--- config.mk ---
export PLATFORM = sky130hd
export DESIGN_NAME = int4_weight_dot_product_unit
export DESIGN_NICKNAME = d
export VERILOG_FILES = /design/src/iwdp_pkg.sv /design/src/int4_weight_dot_product_unit.sv /design/src/iwdp_lane.sv /design/src/iwdp_merge.sv /design/src/iwdp_scale.sv
export VERILOG_INCLUDE_DIRS = /design/src /design/src/src
export SDC_FILE = /design/constraint.sdc
export NUM_CORES = 2
export LEC_CHECK = 0
export BUFFER_PORTS_ARGS = -buffer_cell sky130_fd_sc_hd__buf_2
export CAP_MARGIN = 5
export CORE_MARGIN = 3
export CORE_UTILIZATION = 35
export CTS_CLUSTER_SIZE = 10
export DETAILED_ROUTE_END_ITERATION = 12
export SLEW_MARGIN = 10
export SYNTH_ARGS = -nofsm -noshare
export SYNTH_HDL_FRONTEND = slang
export SYNTH_SLANG_ARGS = --single-unit
--- constraint.sdc ---
create_clock -name clock -period 16.2 [get_ports clock]
set_clock_uncertainty 0.2 [all_clocks]
set_input_delay 3.24 -clock clock [delete_from_list [all_inputs] [get_ports clock]]
set_output_delay 3.24 -clock clock [all_outputs]
set_load 0.02 [all_outputs]
--- src/int4_weight_dot_product_unit_macros.svh ---
// Assertion helpers used by the top-level RTL
`ifndef INT4_WEIGHT_DOT_PRODUCT_UNIT_MACROS_SVH
`define INT4_WEIGHT_DOT_PRODUCT_UNIT_MACROS_SVH

// Same-cycle implication, disabled during reset
`define IWDP_ASSERT_NOW(label, clk, rst, ante, cons, msg) \
   label: assert property (@(posedge clk) disable iff (rst) (ante) |-> (cons)) \
      else $error(msg);

// Next-cycle implication, disabled during reset
`define IWDP_ASSERT_NEXT(label, clk, rst, ante, cons, msg) \
   label: assert property (@(posedge clk) disable iff (rst) (ante) |=> (cons)) \
      else $error(msg);

`endif

--- src/iwdp_pkg.sv ---
package iwdp_pkg;

   localparam int X_W       = 16;
   localparam int NIB_W     = 4;
   localparam int PROD_W    = X_W + NIB_W;
   localparam int ACC_W     = 48;
   localparam int SUM_W     = ACC_W + 2;
   localparam int SCALE_W   = 16;
   localparam int HALF_W    = ACC_W / 2;
   localparam int HI_W      = HALF_W + SCALE_W;
   localparam int LO_W      = HALF_W + 1 + SCALE_W;
   localparam int LOR_W     = LO_W + 1;
   localparam int FULL_W    = 64;
   localparam int FRAC_BITS = 12;
   localparam int RND_W     = FULL_W - FRAC_BITS;
   localparam int DOT_W     = 32;

   localparam logic signed [LOR_W-1:0] ROUND_BIAS = LOR_W'(1 << (FRAC_BITS - 1));

   localparam logic signed [SUM_W-1:0] ACC_MAX_WIDE = SUM_W'((64'sd1 <<< (ACC_W - 1)) - 1);
   localparam logic signed [SUM_W-1:0] ACC_MIN_WIDE = -SUM_W'(64'sd1 <<< (ACC_W - 1));

   typedef logic signed [ACC_W-1:0]   acc_type;
   typedef logic signed [PROD_W-1:0]  prod_type;
   typedef logic signed [SCALE_W-1:0] scale_type;

   // Finished vector sum handed from the accumulator to the scaler
   typedef struct packed {
      logic      valid;
      acc_type   sum;
      logic      ovf;
      scale_type scale;
   } handoff_type;

   // Accumulator-side status for checking
   typedef struct packed {
      logic s1_valid;
      logic s1_last;
      logic acc_zero;
   } merge_status_type;

   // Map an offset-8 nibble to its signed weight (-8 to 7)
   function automatic logic signed [NIB_W-1:0] nib_weight(input logic [NIB_W-1:0] nib);
      return $signed({~nib[NIB_W-1], nib[NIB_W-2:0]});
   endfunction

endpackage

--- src/int4_weight_dot_product_unit.sv ---
// Streaming dot product of Q4.12 activation pairs with packed 4-bit weights
// (high nibble with x_first, low nibble with x_second, each offset by 8).
// Two multiplier lanes feed a 48-bit saturating accumulator. A pair is taken
// every cycle while the lane stage can move on. A pair with last waits in the
// lane stage until the scaler is empty, and the input is stalled while it
// waits. Its result (sum times scale_q, rounded half up to Q.12 and clamped
// to 32 bits) is registered in the scaler's input, half-product and output
// registers in turn once the pair leaves the lane stage. The 48x16 scale
// multiply runs as two half products over two pipeline stages. The
// scaler holds one vector result at a time, so a last pair that arrives
// before the previous result has been taken holds the input until then.
// saturated flags a clamp in either the accumulator or the final value.
`include "int4_weight_dot_product_unit_macros.svh"

module int4_weight_dot_product_unit (
   input  logic                                clock,
   input  logic                                reset,
   input  logic                                req_valid,
   output logic                                req_stall,
   input  logic signed [15:0]                  req_x_first,
   input  logic signed [15:0]                  req_x_second,
   input  logic        [7:0]                   req_packed_weights,
   input  logic signed [15:0]                  req_scale_q,
   input  logic                                req_last,
   output logic                                rsp_valid,
   input  logic                                rsp_stall,
   output logic signed [31:0]                  rsp_dot_value,
   output logic                                rsp_saturated
);

   logic                           load;
   logic                           scale_free;
   iwdp_pkg::prod_type             prod_a, prod_b;
   iwdp_pkg::handoff_type          handoff;
   iwdp_pkg::merge_status_type     status;

   // High nibble lane
   iwdp_lane u_lane_a (
      .clock  (clock),
      .load   (load),
      .x      (req_x_first),
      .nibble (req_packed_weights[2*iwdp_pkg::NIB_W-1:iwdp_pkg::NIB_W]),
      .prod   (prod_a)
   );

   // Low nibble lane
   iwdp_lane u_lane_b (
      .clock  (clock),
      .load   (load),
      .x      (req_x_second),
      .nibble (req_packed_weights[iwdp_pkg::NIB_W-1:0]),
      .prod   (prod_b)
   );

   iwdp_merge u_merge (
      .clock       (clock),
      .reset       (reset),
      .req_valid   (req_valid),
      .req_last    (req_last),
      .req_scale_q (req_scale_q),
      .prod_a      (prod_a),
      .prod_b      (prod_b),
      .scale_free  (scale_free),
      .load        (load),
      .in_stall    (req_stall),
      .handoff     (handoff),
      .status      (status)
   );

   iwdp_scale u_scale (
      .clock         (clock),
      .reset         (reset),
      .handoff       (handoff),
      .rsp_stall     (rsp_stall),
      .scale_free    (scale_free),
      .rsp_valid     (rsp_valid),
      .rsp_dot_value (rsp_dot_value),
      .rsp_saturated (rsp_saturated)
   );

   // Stall only while a last pair waits on the scaler
   `IWDP_ASSERT_NOW(a_stall_cause, clock, reset, req_stall,
      status.s1_valid && status.s1_last && !scale_free, "stall without pending last pair")

   // Scaler never receives a second vector while busy
   `IWDP_ASSERT_NOW(a_handoff_free, clock, reset, handoff.valid, scale_free,
      "handoff into busy scaler")

   // Accumulator and overflow flag clear after a vector completes
   `IWDP_ASSERT_NEXT(a_acc_clear, clock, reset, handoff.valid, status.acc_zero,
      "accumulator not cleared after last pair")

   // A result appears on the scaler output for each handoff
   `IWDP_ASSERT_NEXT(a_result_follows, clock, reset,
      handoff.valid ##2 1'b1, rsp_valid, "result missing after handoff")

endmodule

--- src/iwdp_lane.sv ---
module iwdp_lane (
   input  logic                                clock,
   input  logic                                load,
   input  logic signed [iwdp_pkg::X_W-1:0]     x,
   input  logic        [iwdp_pkg::NIB_W-1:0]   nibble,
   output iwdp_pkg::prod_type                  prod
);

   iwdp_pkg::prod_type prod_ff;
   iwdp_pkg::prod_type prod_in;

   // Multiply activation by the decoded signed weight
   always_comb begin
      prod_in = iwdp_pkg::PROD_W'(x * iwdp_pkg::nib_weight(nibble));
   end

   // Capture product on each input transfer
   always_ff @(posedge clock) begin
      if (load) begin
         prod_ff <= prod_in;
      end
   end

   assign prod = prod_ff;

endmodule

--- src/iwdp_merge.sv ---
module iwdp_merge (
   input  logic                           clock,
   input  logic                           reset,
   input  logic                           req_valid,
   input  logic                           req_last,
   input  iwdp_pkg::scale_type            req_scale_q,
   input  iwdp_pkg::prod_type             prod_a,
   input  iwdp_pkg::prod_type             prod_b,
   input  logic                           scale_free,
   output logic                           load,
   output logic                           in_stall,
   output iwdp_pkg::handoff_type          handoff,
   output iwdp_pkg::merge_status_type     status
);

   logic                          s1_valid_ff, s1_valid_in;
   logic                          s1_last_ff;
   iwdp_pkg::scale_type           s1_scale_ff;
   iwdp_pkg::acc_type             acc_ff, acc_in;
   logic                          ovf_ff, ovf_in;
   logic                          advance;
   logic signed [iwdp_pkg::SUM_W-1:0] sum_wide;
   iwdp_pkg::acc_type             sum_sat;
   logic                          hit;

   // A last pair waits in the lane stage until the scaler is empty
   always_comb begin
      advance     = s1_valid_ff & (~s1_last_ff | scale_free);
      in_stall    = s1_valid_ff & ~advance;
      load        = req_valid & ~in_stall;
      s1_valid_in = load | (s1_valid_ff & ~advance);
   end

   // Merge both lane products into the accumulator, clamping at 48 bits
   always_comb begin
      sum_wide = iwdp_pkg::SUM_W'(acc_ff) + iwdp_pkg::SUM_W'(prod_a)
               + iwdp_pkg::SUM_W'(prod_b);
      hit      = 1'b0;
      priority if (sum_wide > iwdp_pkg::ACC_MAX_WIDE) begin
         sum_sat = iwdp_pkg::ACC_W'(iwdp_pkg::ACC_MAX_WIDE);
         hit     = 1'b1;
      end else if (sum_wide < iwdp_pkg::ACC_MIN_WIDE) begin
         sum_sat = iwdp_pkg::ACC_W'(iwdp_pkg::ACC_MIN_WIDE);
         hit     = 1'b1;
      end else begin
         sum_sat = iwdp_pkg::ACC_W'(sum_wide);
      end
   end

   // Update or clear the running sum
   always_comb begin
      acc_in = acc_ff;
      ovf_in = ovf_ff;
      if (advance) begin
         if (s1_last_ff) begin
            acc_in = '0;
            ovf_in = 1'b0;
         end else begin
            acc_in = sum_sat;
            ovf_in = ovf_ff | hit;
         end
      end
   end

   always_comb begin
      handoff.valid = advance & s1_last_ff;
      handoff.sum   = sum_sat;
      handoff.ovf   = ovf_ff | hit;
      handoff.scale = s1_scale_ff;
   end

   always_ff @(posedge clock) begin
      if (reset) begin
         s1_valid_ff <= 1'b0;
         acc_ff      <= '0;
         ovf_ff      <= 1'b0;
      end else begin
         s1_valid_ff <= s1_valid_in;
         acc_ff      <= acc_in;
         ovf_ff      <= ovf_in;
      end
   end

   // Hold item control alongside the lane products
   always_ff @(posedge clock) begin
      if (load) begin
         s1_last_ff  <= req_last;
         s1_scale_ff <= req_scale_q;
      end
   end

   always_comb begin
      status.s1_valid = s1_valid_ff;
      status.s1_last  = s1_last_ff;
      status.acc_zero = (acc_ff == '0) & ~ovf_ff;
   end

endmodule

--- src/iwdp_scale.sv ---
module iwdp_scale (
   input  logic                                 clock,
   input  logic                                 reset,
   input  iwdp_pkg::handoff_type                handoff,
   input  logic                                 rsp_stall,
   output logic                                 scale_free,
   output logic                                 rsp_valid,
   output logic signed [iwdp_pkg::DOT_W-1:0]    rsp_dot_value,
   output logic                                 rsp_saturated
);

   logic                                   a_valid_ff;
   iwdp_pkg::acc_type                      a_sum_ff;
   iwdp_pkg::scale_type                    a_scale_ff;
   logic                                   a_ovf_ff;
   logic                                   b_valid_ff;
   logic signed [iwdp_pkg::HI_W-1:0]       hi_ff, hi_in;
   logic signed [iwdp_pkg::LOR_W-1:0]      lo_ff, lo_in;
   logic signed [iwdp_pkg::LO_W-1:0]       lo_prod;
   logic                                   b_ovf_ff;
   logic                                   out_valid_ff, out_valid_in;
   logic signed [iwdp_pkg::DOT_W-1:0]      dot_ff, dot_in;
   logic                                   sat_ff, sat_in;
   logic signed [iwdp_pkg::FULL_W-1:0]     full;
   logic signed [iwdp_pkg::RND_W-1:0]      rounded;

   assign scale_free = ~a_valid_ff & ~b_valid_ff & ~out_valid_ff;

   // Split the 48-bit sum into halves and multiply each by the scale
   always_comb begin
      hi_in   = iwdp_pkg::HI_W'($signed(a_sum_ff[iwdp_pkg::ACC_W-1:iwdp_pkg::HALF_W])
                * a_scale_ff);
      lo_prod = $signed({1'b0, a_sum_ff[iwdp_pkg::HALF_W-1:0]}) * a_scale_ff;
      lo_in   = iwdp_pkg::LOR_W'(lo_prod) + iwdp_pkg::ROUND_BIAS;
   end

   // Recombine, drop fraction bits (floor), clamp to 32 bits
   always_comb begin
      full    = {hi_ff, iwdp_pkg::HALF_W'(0)} + iwdp_pkg::FULL_W'(lo_ff);
      rounded = full[iwdp_pkg::FULL_W-1:iwdp_pkg::FRAC_BITS];
      sat_in  = b_ovf_ff;
      priority if (rounded > iwdp_pkg::RND_W'(64'sh7FFF_FFFF)) begin
         dot_in = {1'b0, {(iwdp_pkg::DOT_W-1){1'b1}}};
         sat_in = 1'b1;
      end else if (rounded < -iwdp_pkg::RND_W'(64'sh8000_0000)) begin
         dot_in = {1'b1, {(iwdp_pkg::DOT_W-1){1'b0}}};
         sat_in = 1'b1;
      end else begin
         dot_in = rounded[iwdp_pkg::DOT_W-1:0];
      end
   end

   // Hold the result until the transfer completes
   assign out_valid_in = b_valid_ff | (out_valid_ff & rsp_stall);

   always_ff @(posedge clock) begin
      if (reset) begin
         a_valid_ff   <= 1'b0;
         b_valid_ff   <= 1'b0;
         out_valid_ff <= 1'b0;
      end else begin
         a_valid_ff   <= handoff.valid;
         b_valid_ff   <= a_valid_ff;
         out_valid_ff <= out_valid_in;
      end
   end

   always_ff @(posedge clock) begin
      if (handoff.valid) begin
         a_sum_ff   <= handoff.sum;
         a_scale_ff <= handoff.scale;
         a_ovf_ff   <= handoff.ovf;
      end
      if (a_valid_ff) begin
         hi_ff    <= hi_in;
         lo_ff    <= lo_in;
         b_ovf_ff <= a_ovf_ff;
      end
      if (b_valid_ff) begin
         dot_ff <= dot_in;
         sat_ff <= sat_in;
      end
   end

   assign rsp_valid     = out_valid_ff;
   assign rsp_dot_value = dot_ff;
   assign rsp_saturated = sat_ff;

endmodule
==> results_dict.tcl <==
set metrics [dict create \
    num-fill-cells 12788 \
    max_stage_delay_ps 610 \
    worst_slew_pin_slew_ps 1199 \
    ff2ff_setup_slack_ps 8440 \
    post_cts_resized 0 \
    rows 131 \
    status "completed" \
    clkSlewWorstSetupHoldPaths_ps 60 \
    clockBufferDepth 3 \
    grt_pass1_wl_mm 181.9 \
    r2r_end "u_scale.hi_ff[30]" \
    ctsHoldBuffers 0 \
    cap_violations 0 \
    clk_latency_ps 610 \
    synth-async-reset-ratio 0 \
    core_area_um2 127800 \
    die_y_um 365.2 \
    crit_slowest_cell "o41ai_1" \
    hp-class "flip-flop to flip-flop" \
    rsz0062_at_grt "no" \
    timing.final.hold_violations 0 \
    grt_usage 0.1696 \
    cts.htree.levels 2 \
    synth_area_leader_cell "fa_1" \
    required_ps 16340 \
    worst_r2r_path_depth 22 \
    synth_cell_types 76 \
    numPortBuffers 95 \
    via_count 31707 \
    synth-edff-count 226 \
    yosys_warnings 0 \
    start_util 0.3533 \
    holdPathStages 0 \
    grt_max_degree 73 \
    synth_nets 5987 \
    synthFlopType "edfxtp_1" \
    cp_cell_sequence "buf_2 -> and2_1 -> fa_1 -> inv_1 -> fa_1 -> fa_1 -> inv_1 -> ha_1 -> inv_1 -> fa_1 -> nor2b_1 -> o21ai_0 -> a21boi_0 -> o21ai_0 -> a21boi_0 -> o2111ai_1 -> nand2_1 -> o41ai_1 -> o211ai_1 -> a21oi_1 -> xor2_1" \
    fin_crit_ps 7803 \
    gp_congestion 0.8725 \
    fin_crit_sh 0.4817 \
    antenna_left 0 \
    drc 0 \
    numClockSinks 279 \
    setup_violations 0 \
    drive_above_1_share 0.05293 \
    cp_common_cell "fa_1" \
    critPathMaxFanout 16 \
    hp-start "u_merge.s1_scale_ff[5]" \
    synthToLayoutAreaGrowth_pct 7.288 \
    synth_cells 4737 \
    cts_tree "built" \
    antennaDiodeCount 0 \
    vias_per_cell 4.951 \
    dr.first_iter.drc_count 1757 \
    yosysSeqAreaShare 0.1737 \
    final_nets 5964 \
    antenna_found_initial 2 \
    final_max_slew_viol_count 0 \
    grt_pass1_vias 33898 \
    crit_type "primary input to flip-flop" \
    finalSetupTns_ps 0 \
    numCtsBuffers 38 \
    whs_endpoint "u_scale.a_scale_ff[5]" \
    cp-start-kind "primary input" \
    synth.top_cell.area_share 0.3528 \
    rr_startpoint "u_scale.a_sum_ff[29]" \
    synth_area_um2 45170 \
    crit_arrival_ps 7950 \
    cts_root_buf "clkbuf_16" \
    io_pins 96 \
    max_freq_ghz 0.1282 \
    dp_hpwl_mm 83.42 \
    synth_area_per_cell_um2 9.535 \
    gr-total-overflow 0 \
    end_kind "flip-flop" \
    design.die.area_um2 133400 \
    postCtsSetupRepairBufs 0 \
    chipWidth_um 365.2 \
    relSlewSlack 0.1999 \
    ys_ff_latch 279 \
    routed_wl_mm 108.7 \
    dr.pass1.iters 5 \
    wl_per_cell_um 16.97 \
    synth_area_leaders "fa_1, edfxtp_1, ha_1" \
]
==> stage by stage <==
stage	instance area [um2]	worst slack, ps	hold WS [ps]	std cells	utilization
after floorplan	45170	8333	200.3	4737	-
after global placement	47260	7774	201.8	6336	0.3697
after detailed placement	47260	7741	204.5	6336	0.3697
after CTS	48460	8356	217.4	6404	0.3791
after global routing	48460	7922	227.4	6404	0.3791
final	48460	8397	216.3	6404	0.3791
==> cells in the final DEF, fill, tap and decap left out, types with 19 or more instances in the layout <==
cell type  count
clkbuf_16     38
o21a_1        27
nand3_1       32
nand2_1      603
inv_1        926
nand4_1       23
o21ai_0      134
ha_1         393
and3_1        22
buf_2         95
nor2_1       137
o221ai_1      28
xor2_1        61
nor3_1        33
a221o_1       23
o21bai_1      24
dfxtp_1       51
or2_2         38
a31oi_1       21
a21o_1        70
nand2b_1      49
a211oi_1      19
buf_4         35
nor2b_1       20
and2_1       364
xnor2_1      121
a21oi_1      145
fa_1         796
edfxtp_1     226
==> Yosys cell counts (22+ instances only) <==
cell type	count
nor3_1	33
a221o_1	23
o221ai_1	28
xor2_1	61
a21o_1	70
edfxtp_1	226
clkbuf_1	178
o21a_1	27
nand3_1	32
nor2_1	140
o21bai_1	24
nand2b_1	50
fa_1	796
nand4_1	23
a21oi_1	145
dfxtp_1	53
xnor2_1	121
inv_1	927
and3_1	22
nand2_1	603
ha_1	393
or2_2	38
and2_1	364
o21ai_0	134
==> layer usage <==
metal	global-route usage	wire (um)	vias up
met4	0.04723	2975	2
met1	0.2350	49980	16019
met2	0.2768	49780	723
met3	0.02486	5940	138
met5	0	13	-
li1	-	-	14825
==> cells by family (layout without fill, tap and decap cells) <==
group	after synthesis	after routing	synth area share
buffers and inverters	1122	1127	0.09388
adder cells (fa/ha/maj)	1189	1189	0.4616
XOR/XNOR	182	182	0.03529
AND/OR/NAND/NOR	1361	1361	0.1465
AO/OA/AOI/OAI	600	600	0.08800
multiplexers	4	4	0.0009418
flip-flops	279	279	0.1737
==> worst max-delay path: cells and delay by family <==
family | cells | cell delay, ps
AOI/OAI and AO/OA | 8 | 2000
xor gates and xnor gates | 1 | 90
adders and majority gates | 5 | 1900
buffers and inverters | 4 | 350
and+or+nand+nor | 3 | 360
==> worst max path at each step <==
stage | startpoint | to | slack [ps] | cells past startpoint
final | req_packed_weights[6] | u_lane_a.prod[19] | 8400 | 21
after floorplan | req_packed_weights[7] | u_lane_a.prod[19] | 8330 | 21
after CTS | u_scale.a_sum_ff[29] | u_scale.hi_ff[30] | 8360 | 22
after detailed placement | req_packed_weights[6] | u_lane_a.prod[19] | 7740 | 21
after global placement | req_packed_weights[6] | u_lane_a.prod[19] | 7770 | 21
after global routing | req_packed_weights[7] | u_lane_a.prod[19] | 7920 | 21
==> registers in the layout, indices dropped and copies added, names as in the netlist, 16 cells and up <==
signal / cells
u_scale.a_scale_ff: 16
u_lane_a.prod: 20
u_scale.a_sum_ff: 48
u_merge.s1_scale_ff: 16
u_merge.acc_ff: 48
u_lane_b.prod: 20
u_scale.hi_ff: 40
u_scale.lo_ff: 30
u_scale.rsp_dot_value: 32
==> area by class of cell <==
type                       instances  area, um2  share of cell area
sequential                       279       7853              0.1620
timing repair buffer             130      738.2             0.01523
clock inverter                    14      178.9            0.003692
multi-input combinational       3336      33100              0.6831
clock buffer                      54       1021             0.02107
inverter                         929       3487             0.07196
tap                             1662       2079             0.04291
Power is left out: the tool's default activity adds up to more than one toggle a clock period on the data nets, which glitch-free logic cannot reach.
